==> src/rse_pkg.sv <==
package rse_pkg;

  // Stack geometry
  localparam int STACK_DEPTH = 256;
  localparam int ADDR_W      = $clog2(STACK_DEPTH);
  localparam int CNT_W       = $clog2(STACK_DEPTH + 1);

  // Field widths
  localparam int OP_W       = 3;
  localparam int NUM_W      = 32;
  localparam int STATUS_W   = 2;
  localparam int DEPTH_W    = 9;
  localparam int IN_DATA_W  = 32;
  localparam int OUT_DATA_W = 48;

  // Divider
  localparam int DIV_STEPS = 32;
  localparam int DIV_CNT_W = $clog2(DIV_STEPS + 1);

  // Token op codes
  localparam logic [OP_W-1:0] OP_PUSH = 3'd0;
  localparam logic [OP_W-1:0] OP_ADD  = 3'd1;
  localparam logic [OP_W-1:0] OP_SUB  = 3'd2;
  localparam logic [OP_W-1:0] OP_MUL  = 3'd3;
  localparam logic [OP_W-1:0] OP_DIV  = 3'd4;

  // Status codes
  localparam logic [STATUS_W-1:0] ERR_NONE = 2'd0;
  localparam logic [STATUS_W-1:0] ERR_FEW  = 2'd1;
  localparam logic [STATUS_W-1:0] ERR_FULL = 2'd2;
  localparam logic [STATUS_W-1:0] ERR_DIV0 = 2'd3;

  localparam logic signed [NUM_W-1:0] Q_MAX = 32'sh7FFF_FFFF;
  localparam logic signed [NUM_W-1:0] Q_MIN = 32'sh8000_0000;

  typedef enum logic [2:0] {
    S_IDLE,
    S_DECODE,
    S_FETCH,
    S_MULT,
    S_DIVIDE,
    S_WRITE,
    S_REPORT
  } state_t;

  // Controller to datapath
  typedef struct packed {
    logic                load;
    logic                push;
    logic                err_we;
    logic [STATUS_W-1:0] err_code;
    logic                rd;
    logic                addsub;
    logic                mul_start;
    logic                mul_take;
    logic                div_start;
    logic                div_take;
    logic                wb;
    logic                report;
  } cmd_t;

  // Datapath to controller
  typedef struct packed {
    logic [OP_W-1:0] op;
    logic            err_held;
    logic            full;
    logic            few;
    logic            top_zero;
    logic            div_done;
    logic            out_free;
  } sts_t;

  // Clamp a wide signed value to the Q16.16 range
  function automatic logic signed [NUM_W-1:0] sat_q(input logic signed [63:0] v);
    logic signed [NUM_W-1:0] r;
    if (v > 64'sd2147483647) begin
      r = Q_MAX;
    end else if (v < -64'sd2147483648) begin
      r = Q_MIN;
    end else begin
      r = v[NUM_W-1:0];
    end
    return r;
  endfunction

endpackage

==> src/rse_ctrl.sv <==
module rse_ctrl
  import rse_pkg::*;
(
  input  logic clk,
  input  logic rst,
  input  logic in_valid,
  output logic in_ready,
  input  sts_t sts,
  output cmd_t cmd
);

  state_t state;
  state_t state_next;

  always_ff @(posedge clk) begin
    if (rst) begin
      state <= S_IDLE;
    end else begin
      state <= state_next;
    end
  end

  // Next state
  always_comb begin
    state_next = state;
    case (state)
      S_IDLE: begin
        if (in_valid) begin
          state_next = S_DECODE;
        end
      end
      S_DECODE: begin
        if (sts.err_held || sts.op == OP_PUSH || sts.op > OP_DIV || sts.few ||
            (sts.op == OP_DIV && sts.top_zero)) begin
          state_next = S_REPORT;
        end else begin
          state_next = S_FETCH;
        end
      end
      S_FETCH: begin
        case (sts.op)
          OP_MUL:  state_next = S_MULT;
          OP_DIV:  state_next = S_DIVIDE;
          default: state_next = S_WRITE;
        endcase
      end
      S_MULT: state_next = S_WRITE;
      S_DIVIDE: begin
        if (sts.div_done) begin
          state_next = S_WRITE;
        end
      end
      S_WRITE: state_next = S_REPORT;
      S_REPORT: begin
        if (sts.out_free) begin
          state_next = S_IDLE;
        end
      end
      default: state_next = S_IDLE;
    endcase
  end

  // Commands
  always_comb begin
    cmd      = '0;
    in_ready = 1'b0;
    case (state)
      S_IDLE: begin
        in_ready = 1'b1;
        cmd.load = in_valid;
      end
      S_DECODE: begin
        if (!sts.err_held) begin
          if (sts.op == OP_PUSH) begin
            if (sts.full) begin
              cmd.err_we   = 1'b1;
              cmd.err_code = ERR_FULL;
            end else begin
              cmd.push = 1'b1;
            end
          end else if (sts.op inside {OP_ADD, OP_SUB, OP_MUL, OP_DIV}) begin
            if (sts.few) begin
              cmd.err_we   = 1'b1;
              cmd.err_code = ERR_FEW;
            end else if (sts.op == OP_DIV && sts.top_zero) begin
              cmd.err_we   = 1'b1;
              cmd.err_code = ERR_DIV0;
            end else begin
              cmd.rd = 1'b1;
            end
          end
        end
      end
      S_FETCH: begin
        case (sts.op)
          OP_MUL:  cmd.mul_start = 1'b1;
          OP_DIV:  cmd.div_start = 1'b1;
          default: cmd.addsub    = 1'b1;
        endcase
      end
      S_MULT:   cmd.mul_take = 1'b1;
      S_DIVIDE: cmd.div_take = sts.div_done;
      S_WRITE:  cmd.wb       = 1'b1;
      S_REPORT: cmd.report   = sts.out_free;
      default: begin
        cmd = '0;
      end
    endcase
  end

endmodule

==> config.mk <==
export PLATFORM = sky130hd
export DESIGN_NAME = rse_ctrl
export DESIGN_NICKNAME = d
export VERILOG_FILES = /design/src/rse_pkg.sv /design/src/rse_ctrl.sv
export SDC_FILE = /design/constraint.sdc
export NUM_CORES = 1
export LEC_CHECK = 0
export BUFFER_PORTS_ARGS = -buffer_cell sky130_fd_sc_hd__buf_4
export CAP_MARGIN = 5
export CORE_AREA = 2 2 39 41
export DETAILED_ROUTE_END_ITERATION = 16
export DIE_AREA = 0 0 41 43
export GPL_TIMING_DRIVEN = 0
export PLACE_DENSITY = 0.68
export SLEW_MARGIN = 20
export SYNTH_ARGS = -nofsm -noshare
export SYNTH_HDL_FRONTEND = slang
export SYNTH_SLANG_ARGS = --single-unit
==> constraint.sdc <==
create_clock -name clk -period 2.45 [get_ports clk]
set_input_delay 0.245 -clock clk [delete_from_list [all_inputs] [get_ports clk]]
set_output_delay 0.245 -clock clk [all_outputs]
set_load 0.01 [all_outputs]
======== Yosys cells after proc, flatten, opt, wreduce, memory -nomap -nowiden ========
Index checks and enable logic that the tools add are counted.
word-level totals
  RAM bits ................................ 0
  bits in latches ......................... 0
  memories ................................ 0
  logic and storage cells ................. 54
  bits of input ports ..................... 12
  bits in read-only memories .............. 0
  output and inout bits ................... 14
  register bits ........................... 3
cells by class
  $mul .................................... 0
  shifts and indexed selects .............. 0
  magnitude comparators ................... 1
  bitwise gates (word level) .............. 0
  reduce and logical (&&, ||, !) cells .... 10
  div/mod/pow operators ................... 0
  equality and inequality tests ........... 13
  add/subtract/negate cells ............... 0
  multiplexer cells ....................... 29
operators by type and width
  kind                                                             number
  3-bit two-way mux                                                8
  3-bit case mux with 7 select lines                               1
  1-bit two-way mux                                                15
  3-bit by 2-bit == test with 1-bit output, second input constant  4
  3-bit == test, second input constant                             4
  5-bit two-way mux                                                2
  3-bit by 1-bit == test with 1-bit output, second input constant  2
  3-bit logical NOT                                                2
  2-bit inequality test, second input constant                     3
  3-bit case mux with 2 select lines                               1
  1-bit logical OR                                                 4
  4-bit two-way mux                                                1
  4-bit nonzero test                                               1
  3-bit greater-than comparator, second input constant             1
  3-bit AND reduction                                              1
  2-bit two-way mux                                                1
  2-bit OR reduction                                               1
  1-bit logical AND                                                1

======== Depth between registers and ports, before layout ========
Gate-level depths: netlist of run 1.
  word-level depth ........................ 8
  gate-level depth with buffers ........... 5
  gate-level depth less buffers ........... 4

======== Worst setup path before layout of run 1 ========
Ideal clock, no wire load.
  path type ............................... register to output
  start ................................... reg state[2]
  end ..................................... out cmd[11] in the netlist's numbering
  required time ........................... 2.205 ns
  stages on the path, launching flop included .. 6
  slack ................................... 0.806 ns
  arrival time ............................ 1.399 ns
  cells stage by stage .................... dfxtp_1 > buf_6 > nand2b_4 > or3_4 > or3_4 > nor3_2
RTL lines
  what                    line            RTL
  from (decl)             rse_ctrl.sv:12  state_t state;
  from (signal assigned)  rse_ctrl.sv:19  state <= state_next;
  to (decl)               rse_ctrl.sv:9   output cmd_t cmd

==> out/metrics.json, run 1 <==
{
  "sta": {
    "rsz0062_at_grt": "false",
    "count_of_endpoints_failing_hold_in_the_final_timing_report": 0,
    "finalClockSkew_ps": 7.32,
    "final_period_minus_worst_setup_slack_ps": 1990,
    "post_route_setup_tns_ps": 0,
    "fmax_mhz": 502,
    "maxSlewViolCount": 0,
    "timing.max_slew.rel_slack": 0.777,
    "report.final.setup_viol": 0,
    "worst_slew_pin_slew_ps": 335,
    "fin_crit_sh": 0.813
  },
  "worst_setup_path": {
    "worstPathMaxFanout": 10,
    "r2r_start": "state[1]",
    "worst-setup-path-type": "flip-flop to output port",
    "setup.worst_path.start": "state[2]",
    "critPathCaptureType": "output port",
    "rr_worst_depth": 4,
    "setup.worst_path.start_class": "flip-flop",
    "worst_path_largest_cell_delay_ps": 350,
    "cp_dominant_cell_by_count": "sky130_fd_sc_hd__or3_4",
    "timing.rr.end": "state[1]",
    "crit_path_dat_ps": 1750,
    "crit_required_ps": 2200,
    "standard_cell_with_the_maximum_stage_delay_on_the_critical_path": "sky130_fd_sc_hd__or3_4",
    "cp_cell_sequence": "buf_6 -> nand2b_4 -> or3_4 -> or3_4 -> nor3_2 -> buf_4",
    "critical_path.endpoint": "cmd[11]",
    "regToRegSetupSlack_ps": 1100
  },
  "pwr": {
    "cell_pwr_density_mw_per_mm2": 706,
    "power.static_leakage_nw": 0.278,
    "ir_worst_vdd_uv": 211
  },
  "global_route": {
    "total_grt_overflow": 0,
    "wire_length_of_the_first_global_routing_pass_um": 1640,
    "grt_util_all_layers": 0.135,
    "largest_net_degree_at_the_start_of_global_routing": 11,
    "grt_pass1_vias": 414,
    "antenna_found_initial": 0
  },
  "die": {
    "floorplan.initialDensity": 0.301,
    "width_of_the_die_um": 41,
    "floorplan.die.height_um": 43,
    "num_rows": 14,
    "die-area_mm2": 0.00176,
    "coreArea_mm2": 0.00138,
    "pin_count": 26
  },
  "place": {
    "dp.cells": 99,
    "place.port_buffers": 24,
    "routability_driven_placement_congestion_ratio": 0.670,
    "detailed_place_hpwl_um": 842
  },
  "detailed_routing": {
    "met1Wirelength_um": 448,
    "wl_per_instance_um": 10.4,
    "met3RoutedLength_um": 95,
    "remaining_drc_errors": 0,
    "detailroute.via_count": 506,
    "wl_um": 1070,
    "first_pass_iters": 2,
    "met2WireLength_um": 495,
    "route.top_layer_used": "met4",
    "drt.antenna.violating_nets": 0,
    "avgViaCountPerCell": 4.91,
    "initialDrtViolationCount": 4
  },
  "synthesis": {
    "synth_seq_cells": 3,
    "synthDistinctLibCells": 30,
    "synth-main-ff-cell": "sky130_fd_sc_hd__dfxtp_1",
    "postSynth.asyncResetShare": 0,
    "synthesis.instances": 59,
    "synth_edf_count": 0,
    "postSynthAreaPerCell_um2": 7.06,
    "synth_area_um2": 417,
    "synth_seq_area_share": 0.144,
    "yosysWarningCount": 0,
    "mappedNetlistNets": 71
  },
  "clocking": {
    "cts-htree-levels": 1,
    "clk_pin_slew_ps": 40,
    "clk_latency_ps": 240,
    "cts_tree": "built",
    "clockBufferDepth": 2,
    "numCtsBuffers": 3,
    "holdBufCountCts": 0,
    "cts.repair.resized": 0,
    "numClockSinks": 3,
    "cts.repair_timing.setup_buffer_count": 0,
    "clk_root_buffer_cell": "sky130_fd_sc_hd__clkbuf_4"
  },
  "final_layout": {
    "diodes_inserted": 0,
    "most_frequent_standard_cell_in_the_layout_excluding_fill_and_tap_cells": "sky130_fd_sc_hd__buf_4",
    "final_net_count": 100,
    "top_register": "state",
    "multi_input_comb_area_um2": 323,
    "reg.largest.list": "state: 3 flops",
    "largest_register_ff_count": 3,
    "flow.area_growth_from_synthesis_pct": 54.4,
    "most-common-layout-cells": "sky130_fd_sc_hd__buf_4 (24), sky130_fd_sc_hd__nor2_1 (10), sky130_fd_sc_hd__o21ai_0 (5), sky130_fd_sc_hd__nand2_1 (5)",
    "layout.cells.non_filler": 103,
    "drive_gt1_frac": 0.425,
    "num-fill-cells": 157,
    "seqCellArea_um2": 60.1
  },
  "status": {
    "run_status": "complete, no violations"
  },
  "worst_hold_path": {
    "worst_hold_path_type": "input port to flip-flop"
  },
  "job": {
    "timing.max_cap.violations": 0
  }
}
[worst min-delay path by stage]
stage / from / endpoint / cells after the start
floorplan: rst / state[1] / 1
global placement: rst / state[2] / 2
detailed placement: rst / state[1] / 2
CTS: rst / state[1] / 2
global route: rst / state[2] / 2
finish: rst / state[1] / 2
[final cells by class]
class / instances / share of cell area
Timing Repair Buffer: 24 / 0.280
Clock buffer: 4 / 0.0409
Multi-Input combinational cell: 51 / 0.502
Sequential cell: 3 / 0.0934
Inverter: 1 / 0.00584
Tap cell: 16 / 0.0311
Buffer: 4 / 0.0467
[cell families (layout without fill, tap and decap cells)]
logic type             Yosys count  after routing  share of synthesized area
AO/OA/AOI/OAI                   15             15                      0.222
multiplexers                     2              2                     0.0541
flip-flops                       3              3                      0.144
buffers and inverters            5             33                     0.0811
AND/OR/NAND/NOR                 34             34                      0.499
[metal layers]
| layer | track usage | up-vias |
|---|---|---|
| li1 | - | 268 |
| met1 | 0.166 | 213 |
| met2 | 0.200 | 21 |
| met3 | 0.0209 | 4 |
| met4 | 0.100 | 0 |
| met5 | 0 | - |
[stage by stage]
stage / utilization / power (mW) / hold WS, ps / setup WS (ps) / cell area, µm²
6_report: 0.465 / 0.454 / 171 / 458 / 643
4_1_cts: 0.465 / 0.459 / 169 / 442 / 643
5_1_grt: 0.465 / 0.492 / 181 / 384 / 643
3_3_place_gp: 0.446 / 0.364 / 427 / 707 / 617
2_1_floorplan: - / 0.270 / 314 / 806 / 417
3_5_place_dp: 0.446 / 0.366 / 422 / 708 / 617
[power breakdown]
part,total (mW),internal (mW),switching (mW)
combinational,0.285,0.147,0.138
sequential,0.0777,0.0673,0.0104
clock,0.0910,0.0613,0.0297
total,0.454,0.276,0.178
[synth_stat cells, drive strengths merged, types with 2 or more instances]
cell / n / share of area
nand2b: 2 / 0.048
or3: 4 / 0.084
buf: 2 / 0.054
o21ai: 5 / 0.060
nor3: 3 / 0.048
or3b: 2 / 0.042
nand2: 5 / 0.045
nand3b: 3 / 0.054
dfxtp: 3 / 0.14
mux2: 2 / 0.054
a21oi: 4 / 0.057
nor2: 10 / 0.090
clkbuf: 2 / 0.018
[critical path: cells and delay by family (launching register included)]
kind                   cells  cell delay [ps]
DFF                        1              300
and+or+nand+nor            4              950
buffers and inverters      2              270
Note: power is estimated with default switching activity, not from simulation.
==> run 2: changes to the inputs <==
--- a/config.mk
+++ b/config.mk
@@ -5,13 +5,14 @@
 export SDC_FILE = /design/constraint.sdc
 export NUM_CORES = 1
 export LEC_CHECK = 0
+export ABC_AREA = 1
 export BUFFER_PORTS_ARGS = -buffer_cell sky130_fd_sc_hd__buf_4
 export CAP_MARGIN = 5
 export CORE_AREA = 2 2 39 41
 export DETAILED_ROUTE_END_ITERATION = 16
 export DIE_AREA = 0 0 41 43
 export GPL_TIMING_DRIVEN = 0
-export PLACE_DENSITY = 0.68
+export PLACE_DENSITY = 0.67
 export SLEW_MARGIN = 20
 export SYNTH_ARGS = -nofsm -noshare
 export SYNTH_HDL_FRONTEND = slang
==> constraint.sdc (replaced) <==
create_clock -name clk -period 2 [get_ports clk]
set_input_delay 0.2 -clock clk [delete_from_list [all_inputs] [get_ports clk]]
set_output_delay 0.2 -clock clk [all_outputs]
set_load 0.01 [all_outputs]
==> run 2 against run 1 <==
- register-to-register slack worse by 240 ps
- clock-buffer cell count stayed put
- clock power is 16% higher
==> out/metrics.json, run 2 <==
{
  "status": {
    "run_status": "complete, no violations"
  },
  "pwr": {
    "design_power_total": {"value": 0.599, "unit": "mW", "change": "+32%"},
    "cell_pwr_density": {"value": 930, "unit": "mW/mm²", "change": "+32%"},
    "power.static_leakage": {"value": 0.369, "unit": "nW", "change": "+32%"},
    "ir_worst_vdd": {"value": 664, "unit": "µV", "change": "+210%"}
  },
  "sta": {
    "count_of_endpoints_failing_hold_in_the_final_timing_report": {"value": 0, "change": "unchanged"},
    "fin_crit_sh": 0.801,
    "final_period_minus_worst_setup_slack_ps": 1600,
    "rsz0062_at_grt": "false",
    "fmax_mhz": 624,
    "maxSlewViolCount": {"value": 0, "change": "unchanged"},
    "post_route_setup_tns": {"value": 0, "unit": "ps", "change": "unchanged"},
    "finalClockSkew": {"value": 1.23, "unit": "ps", "change": "-6.09 ps"},
    "report.final.setup_viol": {"value": 0, "change": "unchanged"},
    "timing.max_slew.rel_slack": {"value": 0.830, "change": "+0.0531"},
    "worst_slew_pin_slew": {"value": 253, "unit": "ps", "change": "-82.0 ps"}
  },
  "die": {
    "width_of_the_die": {"value": 41, "unit": "µm", "change": "unchanged"},
    "num_rows": {"value": 14, "change": "unchanged"},
    "floorplan.die.height": {"value": 43, "unit": "µm", "change": "unchanged"},
    "die-area": {"value": 0.00176, "unit": "mm²", "change": "unchanged"},
    "coreArea": {"value": 0.00138, "unit": "mm²", "change": "unchanged"},
    "floorplan.initialDensity": {"value": 0.297, "change": "-0.00452"},
    "pin_count": {"value": 26, "change": "unchanged"}
  },
  "synthesis": {
    "synth_top_area_frac": {"value": 0.146, "change": "+0.00220"},
    "synth_seq_cells": {"value": 3, "change": "unchanged"},
    "synthesis.instances": {"value": 74, "change": "+25%"},
    "yosys-top-cells-area": "sky130_fd_sc_hd__dfxtp_1 (15%), sky130_fd_sc_hd__inv_1 (14%), sky130_fd_sc_hd__nor2_1 (14%)",
    "postSynthAreaPerCell": {"value": 5.55, "unit": "µm²", "change": "-21%"},
    "synth-main-ff-cell": "sky130_fd_sc_hd__dfxtp_1",
    "synth_edf_count": {"value": 0, "change": "unchanged"},
    "mappedNetlistNets": {"value": 86, "change": "+21%"},
    "synth_area": {"value": 410, "unit": "µm²", "change": "-1.5%"},
    "postSynth.asyncResetShare": {"value": 0, "change": "unchanged"},
    "ys_top_cells_by_count": "sky130_fd_sc_hd__inv_1 (15), sky130_fd_sc_hd__nor2_1 (15), sky130_fd_sc_hd__nand2_1 (10)",
    "synthDistinctLibCells": {"value": 20, "change": "-33%"},
    "synthDominantAreaCellType": "sky130_fd_sc_hd__dfxtp_1",
    "yosysWarningCount": {"value": 0, "change": "unchanged"},
    "synth_seq_area_share": {"value": 0.146, "change": "+0.00220"}
  },
  "worst_setup_path": {
    "critPathCaptureType": "output port",
    "setup.worst_path.start_class": "flip-flop",
    "worst-setup-path-type": "flip-flop to output port",
    "crit_path_dat": {"value": 1400, "unit": "ps", "change": "-350 ps"},
    "crit_required": {"value": 1800, "unit": "ps", "change": "-400 ps"},
    "worstPathMaxFanout": {"value": 6, "change": "-4"}
  },
  "job": {
    "timing.max_cap.violations": {"value": 0, "change": "unchanged"}
  },
  "clocking": {
    "cts-htree-levels": {"value": 1, "change": "unchanged"},
    "holdBufCountCts": {"value": 0, "change": "unchanged"},
    "numClockSinks": {"value": 3, "change": "unchanged"},
    "clk_pin_slew": {"value": 40, "unit": "ps", "change": "about the same"},
    "numCtsBuffers": {"value": 3, "change": "unchanged"},
    "clk_latency": {"value": 230, "unit": "ps", "change": "about the same"},
    "cts.repair.resized": {"value": 0, "change": "unchanged"},
    "cts_tree": "built",
    "clockBufferDepth": {"value": 2, "change": "unchanged"},
    "clk_root_buffer_cell": "sky130_fd_sc_hd__clkbuf_4",
    "cts.repair_timing.setup_buffer_count": {"value": 0, "change": "unchanged"}
  },
  "detailed_routing": {
    "first_pass_iters": {"value": 4, "change": "+2"},
    "drt.antenna.violating_nets": {"value": 0, "change": "unchanged"},
    "detailroute.via_count": {"value": 545, "change": "+7.7%"},
    "wl": {"value": 1050, "unit": "µm", "change": "-2.1%"},
    "remaining_drc_errors": {"value": 0, "change": "unchanged"},
    "avgViaCountPerCell": {"value": 4.58, "change": "-6.8%"},
    "wl_per_instance": {"value": 8.80, "unit": "µm", "change": "-15%"},
    "initialDrtViolationCount": {"value": 9, "change": "+5"}
  },
  "place": {
    "place.port_buffers": {"value": 25, "change": "+4.2%"},
    "dp.cells": {"value": 115, "change": "+16%"},
    "routability_driven_placement_congestion_ratio": {"value": 0.759, "change": "+13%"},
    "detailed_place_hpwl": {"value": 866, "unit": "µm", "change": "+2.8%"}
  },
  "final_layout": {
    "top_register": "state",
    "most-common-layout-cells": "sky130_fd_sc_hd__buf_4 (25), sky130_fd_sc_hd__nor2_1 (15), sky130_fd_sc_hd__inv_1 (15)",
    "largest_register_ff_count": {"value": 3, "change": "unchanged"},
    "drive_gt1_frac": {"value": 0.456, "change": "+0.0310"},
    "flow.area_growth_from_synthesis_pct": 57.0,
    "num-fill-cells": {"value": 148, "change": "-5.7%"},
    "diodes_inserted": {"value": 0, "change": "unchanged"},
    "final_net_count": {"value": 116, "change": "+16%"},
    "layout.cells.non_filler": {"value": 119, "change": "+16%"},
    "most_frequent_standard_cell_in_the_layout_excluding_fill_and_tap_cells": "sky130_fd_sc_hd__buf_4",
    "reg.largest.list": "state: 3 flops",
    "post-route-util": {"value": 0.466, "change": "+0.000904"}
  },
  "global_route": {
    "wire_length_of_the_first_global_routing_pass": {"value": 1550, "unit": "µm", "change": "-5.5%"},
    "antenna_found_initial": {"value": 0, "change": "unchanged"},
    "largest_net_degree_at_the_start_of_global_routing": {"value": 7, "change": "-4"},
    "grt_util_all_layers": {"value": 0.126, "change": "-0.00927"},
    "grt_pass1_vias": {"value": 440, "change": "+6.3%"},
    "total_grt_overflow": {"value": 0, "change": "unchanged"}
  },
  "worst_hold_path": {
    "worst_hold_path_type": "input port to flip-flop"
  }
}
## run 2: critical path, cell delays in order (launching register included)
cell                      delay [ps]
sky130_fd_sc_hd__dfxtp_1         450
sky130_fd_sc_hd__nand2_1         110
sky130_fd_sc_hd__nor2_1          170
sky130_fd_sc_hd__nand2_2         110
sky130_fd_sc_hd__inv_2            70
sky130_fd_sc_hd__nand2_2          50
sky130_fd_sc_hd__nor2_1           90
sky130_fd_sc_hd__buf_4           120
## run 2: metrics by stage
| stage | hold slack, ps | instance area, µm² | worst slack [ps] |
|---|---|---|---|
| 6_report | 136 | 644 | 397 |
| 5_1_grt | 141 | 644 | 293 |
| 4_1_cts | 128 | 644 | 400 |
| 3_5_place_dp | 375 | 618 | 654 |
| 3_3_place_gp | 377 | 618 | 679 |
| 2_1_floorplan | 262 | 410 | 819 |
## run 2: worst paths after layout
kind	end	start	slack, ps	cells after the start
setup / recovery	cmd[8]	state[0]	400	7
hold / removal	state[2]	rst	140	2
setup reg to reg	state[0]	state[2]	860	5
hold reg to reg	state[2]	state[2]	680	4
## run 2: final cells by class
type / instances / area (µm²) / share of cell area
multi-input combinational: 50 / 272 / 0.421
timing repair buffer: 25 / 188 / 0.291
inverter: 21 / 78.8 / 0.122
sequential: 3 / 60.1 / 0.0932
clock buffer: 4 / 26.3 / 0.0408
tap: 16 / 20.0 / 0.0311
## run 2: cells by family (layout without fill, tap and decap cells)
logic type | count (synthesis) | after routing | share of synthesized area
and+or+nand+nor | 43 | 43 | 0.540
buffers and inverters | 21 | 50 | 0.192
AOI/OAI and AO/OA | 7 | 7 | 0.122
DFF | 3 | 3 | 0.146
## run 2: report_power, final
group	leakage [nW]	internal, mW	switching, mW	total, mW
Combinational	0.329	0.158	0.210	0.369
Sequential	0.0247	0.0843	0.0405	0.125
Clock	0.0150	0.0748	0.0311	0.106
## run 2: routing by layer
layer,wire (µm),up-vias,GRT usage
met3,92,2,0.0471
li1,-,285,-
met2,485,22,0.194
met1,453,236,0.133
met4,15,0,0.0867
met5,0,-,0
==> run 3: changes to the inputs <==
--- a/config.mk
+++ b/config.mk
@@ -12,7 +12,7 @@
 export DETAILED_ROUTE_END_ITERATION = 16
 export DIE_AREA = 0 0 41 43
 export GPL_TIMING_DRIVEN = 0
-export PLACE_DENSITY = 0.67
+export PLACE_DENSITY = 0.69
 export SLEW_MARGIN = 20
 export SYNTH_ARGS = -nofsm -noshare
 export SYNTH_HDL_FRONTEND = slang
==> constraint.sdc (replaced) <==
create_clock -name clk -period 1.4 [get_ports clk]
set_input_delay 0.14 -clock clk [delete_from_list [all_inputs] [get_ports clk]]
set_output_delay 0.14 -clock clk [all_outputs]
set_load 0.01 [all_outputs]
==> run 3 against run 2 <==
- sequential power rose by 57%
- clock power grew 49%
- clock skew rose by 6.7 ps
- register-to-register slack got worse by 770 ps
- worst setup slack worse by 340 ps
- die area did not move
- sequential share of layout area grew 0.35 points
- final cell count increased by 4.2%
- core utilization rose by 4.9 points
==> out/metrics.json, run 3 (synthesis gave the netlist of run 2 again) <==
{
  "place": {
    "place.port_buffers": {"value": 25, "change": "unchanged"},
    "routability_driven_placement_congestion_ratio": {"value": 0.777, "change": "+2.4%"},
    "placement.setup.worst_slack": {"value": 104, "unit": "ps", "change": "-549 ps"},
    "placed_area": {"value": 618, "unit": "µm²", "change": "unchanged"},
    "detailed_place_hpwl": {"value": 861, "unit": "µm", "change": "-0.55%"}
  },
  "global_route": {
    "grt_util_all_layers": {"value": 0.144, "change": "+0.0180"},
    "grt_pass1_vias": {"value": 479, "change": "+8.9%"},
    "wire_length_of_the_first_global_routing_pass": {"value": 1720, "unit": "µm", "change": "+11%"},
    "antenna_found_initial": {"value": 0, "change": "unchanged"},
    "total_grt_overflow": {"value": 0, "change": "unchanged"},
    "largest_net_degree_at_the_start_of_global_routing": {"value": 7, "change": "unchanged"}
  },
  "clocking": {
    "numClockSinks": {"value": 3, "change": "unchanged"},
    "cts_tree": "built",
    "clk_root_buffer_cell": "sky130_fd_sc_hd__clkbuf_4",
    "numCtsBuffers": {"value": 3, "change": "unchanged"},
    "cts-htree-levels": {"value": 1, "change": "unchanged"},
    "clockBufferDepth": {"value": 2, "change": "unchanged"},
    "holdBufCountCts": {"value": 0, "change": "unchanged"},
    "clk_latency": {"value": 240, "unit": "ps", "change": "about the same"},
    "clk_pin_slew": {"value": 40, "unit": "ps", "change": "about the same"}
  },
  "worst_setup_path": {
    "cp_cell_sequence": "inv_4 -> nand2_4 -> nor2_4 -> nand2_2 -> inv_2 -> nand2_2 -> nor2_1 -> buf_4",
    "standard_cell_with_the_maximum_stage_delay_on_the_critical_path": "sky130_fd_sc_hd__dfxtp_4",
    "crit_path_dat": {"value": 1200, "unit": "ps", "change": "-200 ps"},
    "critPathCaptureType": "output port",
    "crit_required": {"value": 1260, "unit": "ps", "change": "-540 ps"},
    "worstPathMaxFanout": {"value": 3, "change": "-3"},
    "worst_path_largest_cell_delay": {"value": 340, "unit": "ps", "change": "-110 ps"},
    "cp_dominant_cell_by_count": "sky130_fd_sc_hd__nand2_2",
    "regToRegSetupSlack": {"value": 90, "unit": "ps", "change": "-770 ps"},
    "setup.worst_path.start_class": "flip-flop",
    "worst-setup-path-type": "flip-flop to output port"
  },
  "die": {
    "coreArea": {"value": 0.00138, "unit": "mm²", "change": "unchanged"},
    "pin_count": {"value": 26, "change": "unchanged"},
    "die-area": {"value": 0.00176, "unit": "mm²", "change": "unchanged"},
    "floorplan.initialDensity": {"value": 0.297, "change": "unchanged"},
    "width_of_the_die": {"value": 41, "unit": "µm", "change": "unchanged"},
    "num_rows": {"value": 14, "change": "unchanged"},
    "floorplan.die.height": {"value": 43, "unit": "µm", "change": "unchanged"}
  },
  "detailed_routing": {
    "avgViaCountPerCell": {"value": 4.36, "change": "-4.7%"},
    "remaining_drc_errors": {"value": 0, "change": "unchanged"},
    "wl": {"value": 1080, "unit": "µm", "change": "+3.2%"},
    "drt.antenna.violating_nets": {"value": 0, "change": "unchanged"},
    "first_pass_iters": {"value": 4, "change": "unchanged"},
    "initialDrtViolationCount": {"value": 10, "change": "+1"},
    "detailroute.via_count": {"value": 541, "change": "-0.73%"},
    "wl_per_instance": {"value": 8.71, "unit": "µm", "change": "-1.0%"}
  },
  "job": {
    "timing.max_cap.violations": {"value": 0, "change": "unchanged"}
  },
  "pwr": {
    "ir_worst_vdd": {"value": 922, "unit": "µV", "change": "+39%"},
    "cell_pwr_density": {"value": 1410, "unit": "mW/mm²", "change": "+52%"},
    "power.static_leakage": {"value": 0.401, "unit": "nW", "change": "+8.7%"}
  },
  "sta": {
    "layout_setup_ws": {"value": 61.1, "unit": "ps", "change": "-336 ps"},
    "count_of_endpoints_failing_hold_in_the_final_timing_report": {"value": 0, "change": "unchanged"},
    "minimum_hold_slack": {"value": 68.9, "unit": "ps", "change": "-67.5 ps"},
    "finalClockSkew": {"value": 7.95, "unit": "ps", "change": "+6.72 ps"},
    "fmax_mhz": 747,
    "worst_slew_pin_slew": {"value": 244, "unit": "ps", "change": "-9.05 ps"},
    "maxSlewViolCount": {"value": 0, "change": "unchanged"},
    "final_period_minus_worst_setup_slack_ps": 1340,
    "post_route_setup_tns": {"value": 0, "unit": "ps", "change": "unchanged"},
    "timing.max_slew.rel_slack": {"value": 0.836, "change": "+0.00620"},
    "fin_crit_sh": 0.956,
    "report.final.setup_viol": {"value": 0, "change": "unchanged"},
    "rsz0062_at_grt": "true"
  },
  "final_layout": {
    "seqCellArea": {"value": 68.8, "unit": "µm²", "change": "+15%"},
    "flow.area_growth_from_synthesis_pct": 73.5,
    "multi_input_comb_area": {"value": 287, "unit": "µm²", "change": "+5.5%"},
    "post-route-util": {"value": 0.514, "change": "+0.0488"},
    "final_net_count": {"value": 121, "change": "+4.3%"},
    "drive_gt1_frac": {"value": 0.528, "change": "+0.0715"},
    "fin_area": {"value": 712, "unit": "µm²", "change": "+10%"},
    "reg.largest.list": "state: 3 flops",
    "most-common-layout-cells": "sky130_fd_sc_hd__buf_4 (29), sky130_fd_sc_hd__inv_1 (15), sky130_fd_sc_hd__nor2_1 (14)",
    "num-fill-cells": {"value": 153, "change": "+3.4%"},
    "top_register": "state",
    "diodes_inserted": {"value": 0, "change": "unchanged"},
    "largest_register_ff_count": {"value": 3, "change": "unchanged"},
    "most_frequent_standard_cell_in_the_layout_excluding_fill_and_tap_cells": "sky130_fd_sc_hd__buf_4"
  },
  "worst_hold_path": {
    "worst_hold_path_type": "input port to flip-flop"
  },
  "status": {
    "run_status": "complete, no violations"
  }
}
## run 3: stage by stage
stage	total power, mW	std cells
final	1.01	124
after global routing	1.09	124
after CTS	1.00	124
after detailed placement	0.702	115
after global placement	0.698	115
after floorplan	0.516	74
## run 3: path summary, 6_finish.rpt
check / start / endpoint / depth (start not counted)
setup reg to reg: state[1] / state[2] / 11
hold / removal: rst / state[2] / 2
setup / recovery: state[1] / cmd[7] / 8
hold reg to reg: state[2] / state[2] / 4
## run 3: area by class of cell
cell class              count  share of cell area
inverters                  21               0.114
repair buffers             30               0.322
well taps                  16              0.0281
flip-flops and latches      3              0.0967
clock buffers               4              0.0369
multi-input cells          50               0.402
## run 3: layer usage
metal,vias to the layer above,part of all wire,global-route usage
met5,-,0,0
met4,0,0.020,0.100
met3,2,0.086,0.0366
met2,21,0.50,0.247
met1,224,0.39,0.137
li1,294,-,-
## run 3: what timing repair did
item,4_1_cts,5_1_grt
setup buffers,5,0
pin swaps,3,3
setup endpoints to repair,5,4
gates resized for setup,8,3
## run 3: where the power goes
part	internal, mW	leakage, nW	switching (mW)
combinational	0.315	0.360	0.337
clock	0.107	0.0150	0.0509
sequential	0.135	0.0264	0.0610
total	0.558	0.401	0.449
## run 3: worst max-delay path, delay by kind of cell (launching register included)
| kind | cells | cell delay (ps) |
|---|---|---|
| DFF | 1 | 340 |
| buffers and inverters | 3 | 250 |
| and+or+nand+nor | 5 | 360 |
